File: config.mk
export PLATFORM = sky130hd
export DESIGN_NAME = priority_voice_allocator_unit
export DESIGN_NICKNAME = d
export VERILOG_FILES = /design/src/pva_pkg.sv /design/src/pva_ram.sv /design/src/priority_voice_allocator_unit.sv
export SDC_FILE = /design/constraint.sdc
export NUM_CORES = 2
export LEC_CHECK = 0
export BUFFER_PORTS_ARGS = -buffer_cell sky130_fd_sc_hd__buf_2
export CAP_MARGIN = 0
export CORE_MARGIN = 4
export CORE_UTILIZATION = 35
export DETAILED_ROUTE_END_ITERATION = 16
export GPL_ROUTABILITY_DRIVEN = 0
export SLEW_MARGIN = 20
export SYNTH_ARGS = -nofsm -noshare
export SYNTH_HDL_FRONTEND = slang
export SYNTH_HIERARCHICAL = 1
export SYNTH_SLANG_ARGS = --single-unit
File: constraint.sdc
create_clock -name clock -period 6.6 [get_ports clock]
set_input_delay 0.33 -clock clock [delete_from_list [all_inputs] [get_ports clock]]
set_output_delay 0.33 -clock clock [all_outputs]
set_load 0.02 [all_outputs]
File: src/pva_pkg.sv
package pva_pkg;

   localparam int MAX_VOICES  = 64;
   localparam int ACTIVE_MAX  = (MAX_VOICES < 64) ? MAX_VOICES : 64;
   localparam int MIN_VOICES  = 4;

   localparam int VOICE_W     = 6;
   localparam int CNT_W       = 7;
   localparam int ORIGIN_W    = 16;
   localparam int SOUND_W     = 10;
   localparam int PRI_W       = 8;
   localparam int WORD_W      = ORIGIN_W + SOUND_W + PRI_W;

   localparam logic [CNT_W-1:0] VOICES_RESET = CNT_W'(8);

   typedef enum logic [1:0] {
      OP_START   = 2'd0,
      OP_STOP    = 2'd1,
      OP_RELEASE = 2'd2,
      OP_NONE    = 2'd3
   } opcode_type;

endpackage

File: src/pva_ram.sv
module pva_ram #(
   parameter int WIDTH = 8,
   parameter int DEPTH = 64
) (
   input  logic                     clock,
   input  logic                     wr_en,
   input  logic [$clog2(DEPTH)-1:0] wr_addr,
   input  logic [WIDTH-1:0]         wr_data,
   input  logic [$clog2(DEPTH)-1:0] rd_addr,
   output logic [WIDTH-1:0]         rd_data
);

   logic [WIDTH-1:0] mem_ff [DEPTH];
   logic [WIDTH-1:0] rd_data_ff;

   always_ff @(posedge clock) begin
      if (wr_en) begin
         mem_ff[wr_addr] <= wr_data;
      end
      rd_data_ff <= mem_ff[rd_addr];
   end

   assign rd_data = rd_data_ff;

endmodule

File: src/priority_voice_allocator_unit.sv
// Voice allocator with priority stealing.
// Request side: drive req_* and pulse start while busy is low; the beat is
// taken on that edge. Opcodes: start sound, stop by origin, release voice.
// Result side: one result beat per request, rsp_valid high for one cycle
// with rsp_* alongside. The receiver cannot stall; it must take every beat.
// Config: csr_voices_in_use is written when csr_valid is high (csr_ready is
// always high); write it only while busy is low and no result is pending.
// Paths, with N the active voice count (4..64), from accept to result:
//   unused opcode, release of a free or out-of-range voice : answered from idle
//   release of a busy voice                               : one release state
//   stop by origin                                        : origin scan of up to N voices
//   start                : origin scan of up to N voices, then a
//                          priority scan when every voice is busy
// busy drops in the result cycle, so the next request is taken on the edge
// that ends it; no new request is taken while one is in progress.
// Each scan, with its own comparator, walks the voice memory one entry per
// cycle through its single registered read port; busy stays high meanwhile.
// Reset clears every busy mark and sets the voice count to 8; the voice
// memory itself is not cleared, entries are only read once marked busy.
module priority_voice_allocator_unit
   import pva_pkg::*;
(
   input  logic                clock,
   input  logic                reset,
   input  logic                start,
   output logic                busy,
   input  logic [1:0]          req_opcode,
   input  logic [ORIGIN_W-1:0] req_origin_id,
   input  logic [SOUND_W-1:0]  req_sound_id,
   input  logic [PRI_W-1:0]    req_priority_req,
   input  logic [VOICE_W-1:0]  req_voice_index,
   output logic                rsp_valid,
   output logic                rsp_granted,
   output logic [VOICE_W-1:0]  rsp_granted_voice,
   output logic                rsp_stopped,
   output logic [VOICE_W-1:0]  rsp_stopped_voice,
   output logic [SOUND_W-1:0]  rsp_stopped_sound,
   input  logic                csr_valid,
   output logic                csr_ready,
   input  logic [CNT_W-1:0]    csr_voices_in_use
);

   typedef enum logic [1:0] {
      ST_IDLE,
      ST_SCAN_ORG,
      ST_SCAN_PRI,
      ST_RELEASE
   } state_type;

   state_type              state_ff, state_in;
   opcode_type             op_ff, op_in;
   logic [ORIGIN_W-1:0]    org_ff, org_in;
   logic [SOUND_W-1:0]     snd_ff, snd_in;
   logic [PRI_W-1:0]       pri_ff, pri_in;
   logic [VOICE_W-1:0]     idx_ff, idx_in;
   logic [VOICE_W-1:0]     cnt_ff, cnt_in;
   logic                   have_free_ff, have_free_in;
   logic [VOICE_W-1:0]     free_ff, free_in;
   logic [MAX_VOICES-1:0]  busy_ff, busy_in;
   logic [CNT_W-1:0]       voices_ff, voices_in;

   logic                   rsp_valid_ff, rsp_valid_in;
   logic                   rsp_granted_ff, rsp_granted_in;
   logic [VOICE_W-1:0]     rsp_granted_voice_ff, rsp_granted_voice_in;
   logic                   rsp_stopped_ff, rsp_stopped_in;
   logic [VOICE_W-1:0]     rsp_stopped_voice_ff, rsp_stopped_voice_in;
   logic [SOUND_W-1:0]     rsp_stopped_sound_ff, rsp_stopped_sound_in;

   logic [VOICE_W-1:0]     last_idx;
   logic [VOICE_W-1:0]     rd_addr;
   logic [WORD_W-1:0]      rd_data;
   logic                   wr_en;
   logic [VOICE_W-1:0]     wr_addr;
   logic                   clr_en, set_en;
   logic [VOICE_W-1:0]     clr_idx, set_idx;
   logic [ORIGIN_W-1:0]    rd_origin;
   logic [SOUND_W-1:0]     rd_sound;
   logic [PRI_W-1:0]       rd_pri;
   logic                   busy_c, is_last, hit_org, hit_pri;
   logic [VOICE_W-1:0]     grant_idx;

   pva_ram #(
      .WIDTH (WORD_W),
      .DEPTH (MAX_VOICES)
   ) u_ram (
      .clock   (clock),
      .wr_en   (wr_en),
      .wr_addr (wr_addr),
      .wr_data ({org_ff, snd_ff, pri_ff}),
      .rd_addr (rd_addr),
      .rd_data (rd_data)
   );

   assign rd_origin = rd_data[WORD_W-1 -: ORIGIN_W];
   assign rd_sound  = rd_data[PRI_W +: SOUND_W];
   assign rd_pri    = rd_data[PRI_W-1:0];

   // active count saturated to 4..64
   always_comb begin
      if (voices_ff < CNT_W'(MIN_VOICES)) begin
         last_idx = VOICE_W'(MIN_VOICES - 1);
      end else if (voices_ff > CNT_W'(ACTIVE_MAX)) begin
         last_idx = VOICE_W'(ACTIVE_MAX - 1);
      end else begin
         last_idx = VOICE_W'(voices_ff - CNT_W'(1));
      end
   end

   // separate comparators: origin equality in the first pass, priority in the second
   assign busy_c    = busy_ff[cnt_ff];
   assign is_last   = (cnt_ff == last_idx);
   assign hit_org   = busy_c && (rd_origin == org_ff);
   assign hit_pri   = (rd_pri >= pri_ff);
   assign grant_idx = have_free_ff ? free_ff : cnt_ff;

   always_comb begin
      state_in             = state_ff;
      op_in                = op_ff;
      org_in               = org_ff;
      snd_in               = snd_ff;
      pri_in               = pri_ff;
      idx_in               = idx_ff;
      cnt_in               = cnt_ff;
      have_free_in         = have_free_ff;
      free_in              = free_ff;
      voices_in            = voices_ff;
      rd_addr              = cnt_ff + VOICE_W'(1);
      wr_en                = 1'b0;
      wr_addr              = cnt_ff;
      clr_en               = 1'b0;
      clr_idx              = cnt_ff;
      set_en               = 1'b0;
      set_idx              = cnt_ff;
      rsp_valid_in         = 1'b0;
      rsp_granted_in       = 1'b0;
      rsp_granted_voice_in = '0;
      rsp_stopped_in       = 1'b0;
      rsp_stopped_voice_in = '0;
      rsp_stopped_sound_in = '0;

      if (csr_valid) begin
         voices_in = csr_voices_in_use;
      end

      case (state_ff)
         ST_IDLE: begin
            rd_addr = (opcode_type'(req_opcode) == OP_RELEASE) ? req_voice_index : '0;
            if (start) begin
               op_in        = opcode_type'(req_opcode);
               org_in       = req_origin_id;
               snd_in       = req_sound_id;
               pri_in       = req_priority_req;
               idx_in       = req_voice_index;
               cnt_in       = '0;
               have_free_in = 1'b0;
               case (opcode_type'(req_opcode))
                  OP_START, OP_STOP: begin
                     state_in = ST_SCAN_ORG;
                  end
                  OP_RELEASE: begin
                     if (req_voice_index <= last_idx && busy_ff[req_voice_index]) begin
                        state_in = ST_RELEASE;
                     end else begin
                        rsp_valid_in = 1'b1;
                     end
                  end
                  default: begin
                     rsp_valid_in = 1'b1;
                  end
               endcase
            end
         end

         ST_SCAN_ORG: begin
            rd_addr = is_last ? '0 : cnt_ff + VOICE_W'(1);
            if (hit_org) begin
               clr_en               = 1'b1;
               rsp_stopped_in       = 1'b1;
               rsp_stopped_voice_in = cnt_ff;
               rsp_stopped_sound_in = rd_sound;
               if (op_ff == OP_START) begin
                  // a free voice seen earlier wins over the freed one
                  wr_en                = 1'b1;
                  wr_addr              = grant_idx;
                  set_en               = 1'b1;
                  set_idx              = grant_idx;
                  rsp_granted_in       = 1'b1;
                  rsp_granted_voice_in = grant_idx;
               end
               rsp_valid_in = 1'b1;
               state_in     = ST_IDLE;
            end else if (is_last) begin
               if (op_ff != OP_START) begin
                  rsp_valid_in = 1'b1;
                  state_in     = ST_IDLE;
               end else if (have_free_ff || !busy_c) begin
                  wr_en                = 1'b1;
                  wr_addr              = grant_idx;
                  set_en               = 1'b1;
                  set_idx              = grant_idx;
                  rsp_granted_in       = 1'b1;
                  rsp_granted_voice_in = grant_idx;
                  rsp_valid_in         = 1'b1;
                  state_in             = ST_IDLE;
               end else begin
                  cnt_in   = '0;
                  state_in = ST_SCAN_PRI;
               end
            end else begin
               cnt_in = cnt_ff + VOICE_W'(1);
               if (!busy_c && !have_free_ff) begin
                  have_free_in = 1'b1;
                  free_in      = cnt_ff;
               end
            end
         end

         ST_SCAN_PRI: begin
            // every voice is busy here: steal the first one at or above the value
            if (hit_pri) begin
               wr_en                = 1'b1;
               rsp_stopped_in       = 1'b1;
               rsp_stopped_voice_in = cnt_ff;
               rsp_stopped_sound_in = rd_sound;
               rsp_granted_in       = 1'b1;
               rsp_granted_voice_in = cnt_ff;
               rsp_valid_in         = 1'b1;
               state_in             = ST_IDLE;
            end else if (is_last) begin
               rsp_valid_in = 1'b1;
               state_in     = ST_IDLE;
            end else begin
               cnt_in = cnt_ff + VOICE_W'(1);
            end
         end

         ST_RELEASE: begin
            clr_en               = 1'b1;
            clr_idx              = idx_ff;
            rsp_stopped_in       = 1'b1;
            rsp_stopped_voice_in = idx_ff;
            rsp_stopped_sound_in = rd_sound;
            rsp_valid_in         = 1'b1;
            state_in             = ST_IDLE;
         end

         default: begin
            state_in = ST_IDLE;
         end
      endcase

      busy_in = busy_ff;
      if (clr_en) begin
         busy_in[clr_idx] = 1'b0;
      end
      if (set_en) begin
         busy_in[set_idx] = 1'b1;
      end
   end

   always_ff @(posedge clock) begin
      if (reset) begin
         state_ff     <= ST_IDLE;
         busy_ff      <= '0;
         voices_ff    <= VOICES_RESET;
         rsp_valid_ff <= 1'b0;
         have_free_ff <= 1'b0;
      end else begin
         state_ff     <= state_in;
         busy_ff      <= busy_in;
         voices_ff    <= voices_in;
         rsp_valid_ff <= rsp_valid_in;
         have_free_ff <= have_free_in;
      end
      op_ff                <= op_in;
      org_ff               <= org_in;
      snd_ff               <= snd_in;
      pri_ff               <= pri_in;
      idx_ff               <= idx_in;
      cnt_ff               <= cnt_in;
      free_ff              <= free_in;
      rsp_granted_ff       <= rsp_granted_in;
      rsp_granted_voice_ff <= rsp_granted_voice_in;
      rsp_stopped_ff       <= rsp_stopped_in;
      rsp_stopped_voice_ff <= rsp_stopped_voice_in;
      rsp_stopped_sound_ff <= rsp_stopped_sound_in;
   end

   assign busy              = (state_ff != ST_IDLE);
   assign csr_ready         = 1'b1;
   assign rsp_valid         = rsp_valid_ff;
   assign rsp_granted       = rsp_granted_ff;
   assign rsp_granted_voice = rsp_granted_voice_ff;
   assign rsp_stopped       = rsp_stopped_ff;
   assign rsp_stopped_voice = rsp_stopped_voice_ff;
   assign rsp_stopped_sound = rsp_stopped_sound_ff;

endmodule

==> impl_metrics.ini <==
[outcome]
status = finished clean

[layout]
layout_common_cells = 2230 x edfxtp_1, 504 x mux4_2, 222 x clkbuf_16, 222 x buf_4, 167 x mux2i_1
layout_commonest_cell = edfxtp_1
area_growth_pct = 15.89
num-nets-final = 4972
drive_gt1_frac = 0.2575
fillers = 22810
fin_area_sq_um = 106200

[clocking]
cts_root_buf = clkbuf_16
cts_tree = done
clk_path_buf_depth = 3
cts.sinks = 2363
clk_pin_slew_ps = 60
cts_made_buffers = 220
htree_levels = 4
clock_latency_ps = 900

[detailed_routing]
drt_iter0_markers = 6891
vias_per_cell = 5.636
drtPass1Iterations = 6
wl_per_cell_um = 30.26
antenna_left = 0
route.vias.total = 48480
wl_um = 260300
post-route-drc-count = 0

[hold_path]
min_from = req_voice_index[1]
min_to = idx_ff[1]$_DFFE_PP_
min_path_cells = 1
hold_path.class = in -> reg

[yosys]
yosysTopAreaCell = edfxtp_1
yosys_warnings = 6
syn-num-nets = 4593
netlist_instances = 4520
synth_top_area_share = 0.7311
ys_ff_latch = 2363
syn-cell-area_sq_um = 91600
synth.top_cells.by_area = edfxtp_1 73%, mux4_2 12%, dfxtp_1 2.9%
synth.distinct_cells = 76
async_flop_share = 0
syn_avg_cell_area_sq_um = 20.27
yosysSeqAreaShare = 0.7601
synth-edff-count = 2230
synthFlopType = edfxtp_1

[setup_path]
path_buf_inv = 3
cp_common_cell = buf_4
worstRegToRegCells = 12
path_max_fanout = 34
worst_path_max_delay_cell = nor4_1
worstPathCellList = xnor2_1, nand4_1, nor4_1, buf_4, nand3_4, a21oi_4, mux2i_2, inv_2, or3b_2, or2_2, nor2_4, buf_4
cp-start-kind = flop
end_kind = flop
path_class = reg -> reg
cp_top_family = simple AND/OR/NAND/NOR gates
r2r_end = u_ram/mem_ff[12][11]$_DFFE_PP_
rrSetupSlack_ps = 160
cp.arrival_ps = 6930
reg2reg_from = org_ff[7]$_DFFE_PP_
cpPeakStageDelay_ps = 910
required_ps = 7080

[power_and_ir_drop]
ir_worst_vdd_v = 0.0003062
p_leak_nw = 32.68
power_density_nw_per_um2 = 462.4

[floorplan]
num_io_pins = 80
initial_utilization = 0.3524
core_sq_um = 259900
num_rows = 187
die_w_um = 519.6
die_h_um = 519.6
die-area_sq_um = 270000

[sta]
max-slew-margin-rel = 0.2255
worstMarginPinSlew_ps = 1150
skew_ps = 93.74
slew_violations = 0
setup_tns_ps = 0
rsz0062_at_grt = false
finalHoldViolCount = 0
setup_violations = 0
fin_crit_ps = 6444
max_freq_mhz = 155.2
final.period_utilization = 0.9763

[global_route]
antenna_found_initial = 26
grt_pass1_vias = 47640
grt_pass1_wl_um = 367200
overflow = 0
grtUsageTotal = 0.1889
grt_max_degree = 65

[placed_design]
dpl_cell_area_sq_um = 98280
dpl.hpwl_um = 155600
port_buffers = 78

[flow_run]
drv_cap = 0
## cell families after synthesis
family,synth area share
and+or+nand+nor,0.03226
muxes,0.1462
buffers and inverters,0.01571
AOI/OAI and AO/OA,0.04064
DFF,0.7601
other,0.00004094
adders and majority gates,0.002732
xor gates and xnor gates,0.002295
## timing repair
action,CTS,global route
hold buffers,64,0
setup buffers,0,0
endpoints found under the hold margin,50,0
setup endpoints to repair,0,0
resized for setup,0,0
## state kept, by name, summed over array words and instances, names as in the netlist, 7 cells and up
name and flops:
voices_ff 7, u_ram/rd_data 34, snd_ff 10, pri_ff 8, busy_ff 64, rsp_stopped_sound 10
org_ff 16, u_ram/mem_ff 2176
## stage by stage
stage	total power, mW	util	worst slack [ps]	hold WS (ps)	instances
after floorplan	29.30	-	239.2	405.7	4520
after global placement	36.59	0.3781	94.10	446.0	8109
after detailed placement	36.68	0.3781	337.3	431.2	8109
after CTS	49.33	0.4082	284.1	56.40	8588
after global routing	50.77	0.4083	88.92	92.61	8592
final	49.08	0.4084	156.4	91.17	8602
## worst register-to-register path, cell delays in order (launching register included)
cell,delay (ps)
edfxtp_1,530
xnor2_1,890
nand4_1,200
nor4_1,910
buf_4,270
nand3_4,150
a21oi_4,500
mux2i_2,490
inv_2,250
or3b_2,590
or2_2,500
nor2_4,170
buf_4,560
## cell usage after synthesis (all sizes together) (10+ instances only)
library cell and instances:
nand3 103, mux4 505, nand2b 18, o21ai 113, a211oi 21, nor2 126
ha 20, nand4 62, o211ai 65, and2 18, o221ai 63, inv 30
and3 17, o31ai 10, mux2 26, nor3 18, a31oi 14, edfxtp 2230
nand2 160, mux2i 170, a22oi 87, clkbuf 120, dfxtp 133, a21oi 40
nor2b 33, o22ai 55, buf 137, xnor2 24
## power breakdown
part	switching, mW	internal, mW	total, mW
clock network	5.62	7.05	12.7
registers	0.309	17.3	17.6
logic	11.4	7.41	18.8
## layer usage
| layer | vias up | GRT usage | routed length (um) |
|---|---|---|---|
| li1 | 19670 | - | - |
| met1 | 25840 | 0.2654 | 104900 |
| met2 | 2591 | 0.2968 | 122200 |
| met3 | 377 | 0.04204 | 26180 |
| met4 | 6 | 0.05365 | 7071 |
| met5 | - | 0 | 36 |
## cell type report
type                       instances  area, sq um  share of cell area
sequential                      2363        69630              0.6559
timing repair buffer             414         3699             0.03484
clock inverter                   110         1112             0.01048
multi-input combinational       1870        21120              0.1989
clock buffer                     305         6077             0.05725
antenna                           14        35.03           0.0003300
tap                             3496         4374             0.04121
inverter                          30        112.6            0.001061
## worst max-delay path by stage
| stage | end | startpoint | slack (ps) | depth (start not counted) |
|---|---|---|---|---|
| floorplan | u_ram/mem_ff[48][0]$_DFFE_PP_ | org_ff[10]$_DFFE_PP_ | 240 | 10 |
| detailed placement | u_ram/mem_ff[4][33]$_DFFE_PP_ | org_ff[15]$_DFFE_PP_ | 340 | 12 |
| global placement | u_ram/rd_data[18]$_DFF_P_ | voices_ff[4]$_SDFFE_PP0P_ | 90 | 16 |
| finish | u_ram/mem_ff[12][11]$_DFFE_PP_ | org_ff[7]$_DFFE_PP_ | 160 | 12 |
| global route | u_ram/mem_ff[50][22]$_DFFE_PP_ | org_ff[15]$_DFFE_PP_ | 90 | 12 |
| CTS | u_ram/mem_ff[4][12]$_DFFE_PP_ | org_ff[15]$_DFFE_PP_ | 280 | 12 |
No activity file was read; power rests on OpenSTA's default activity.
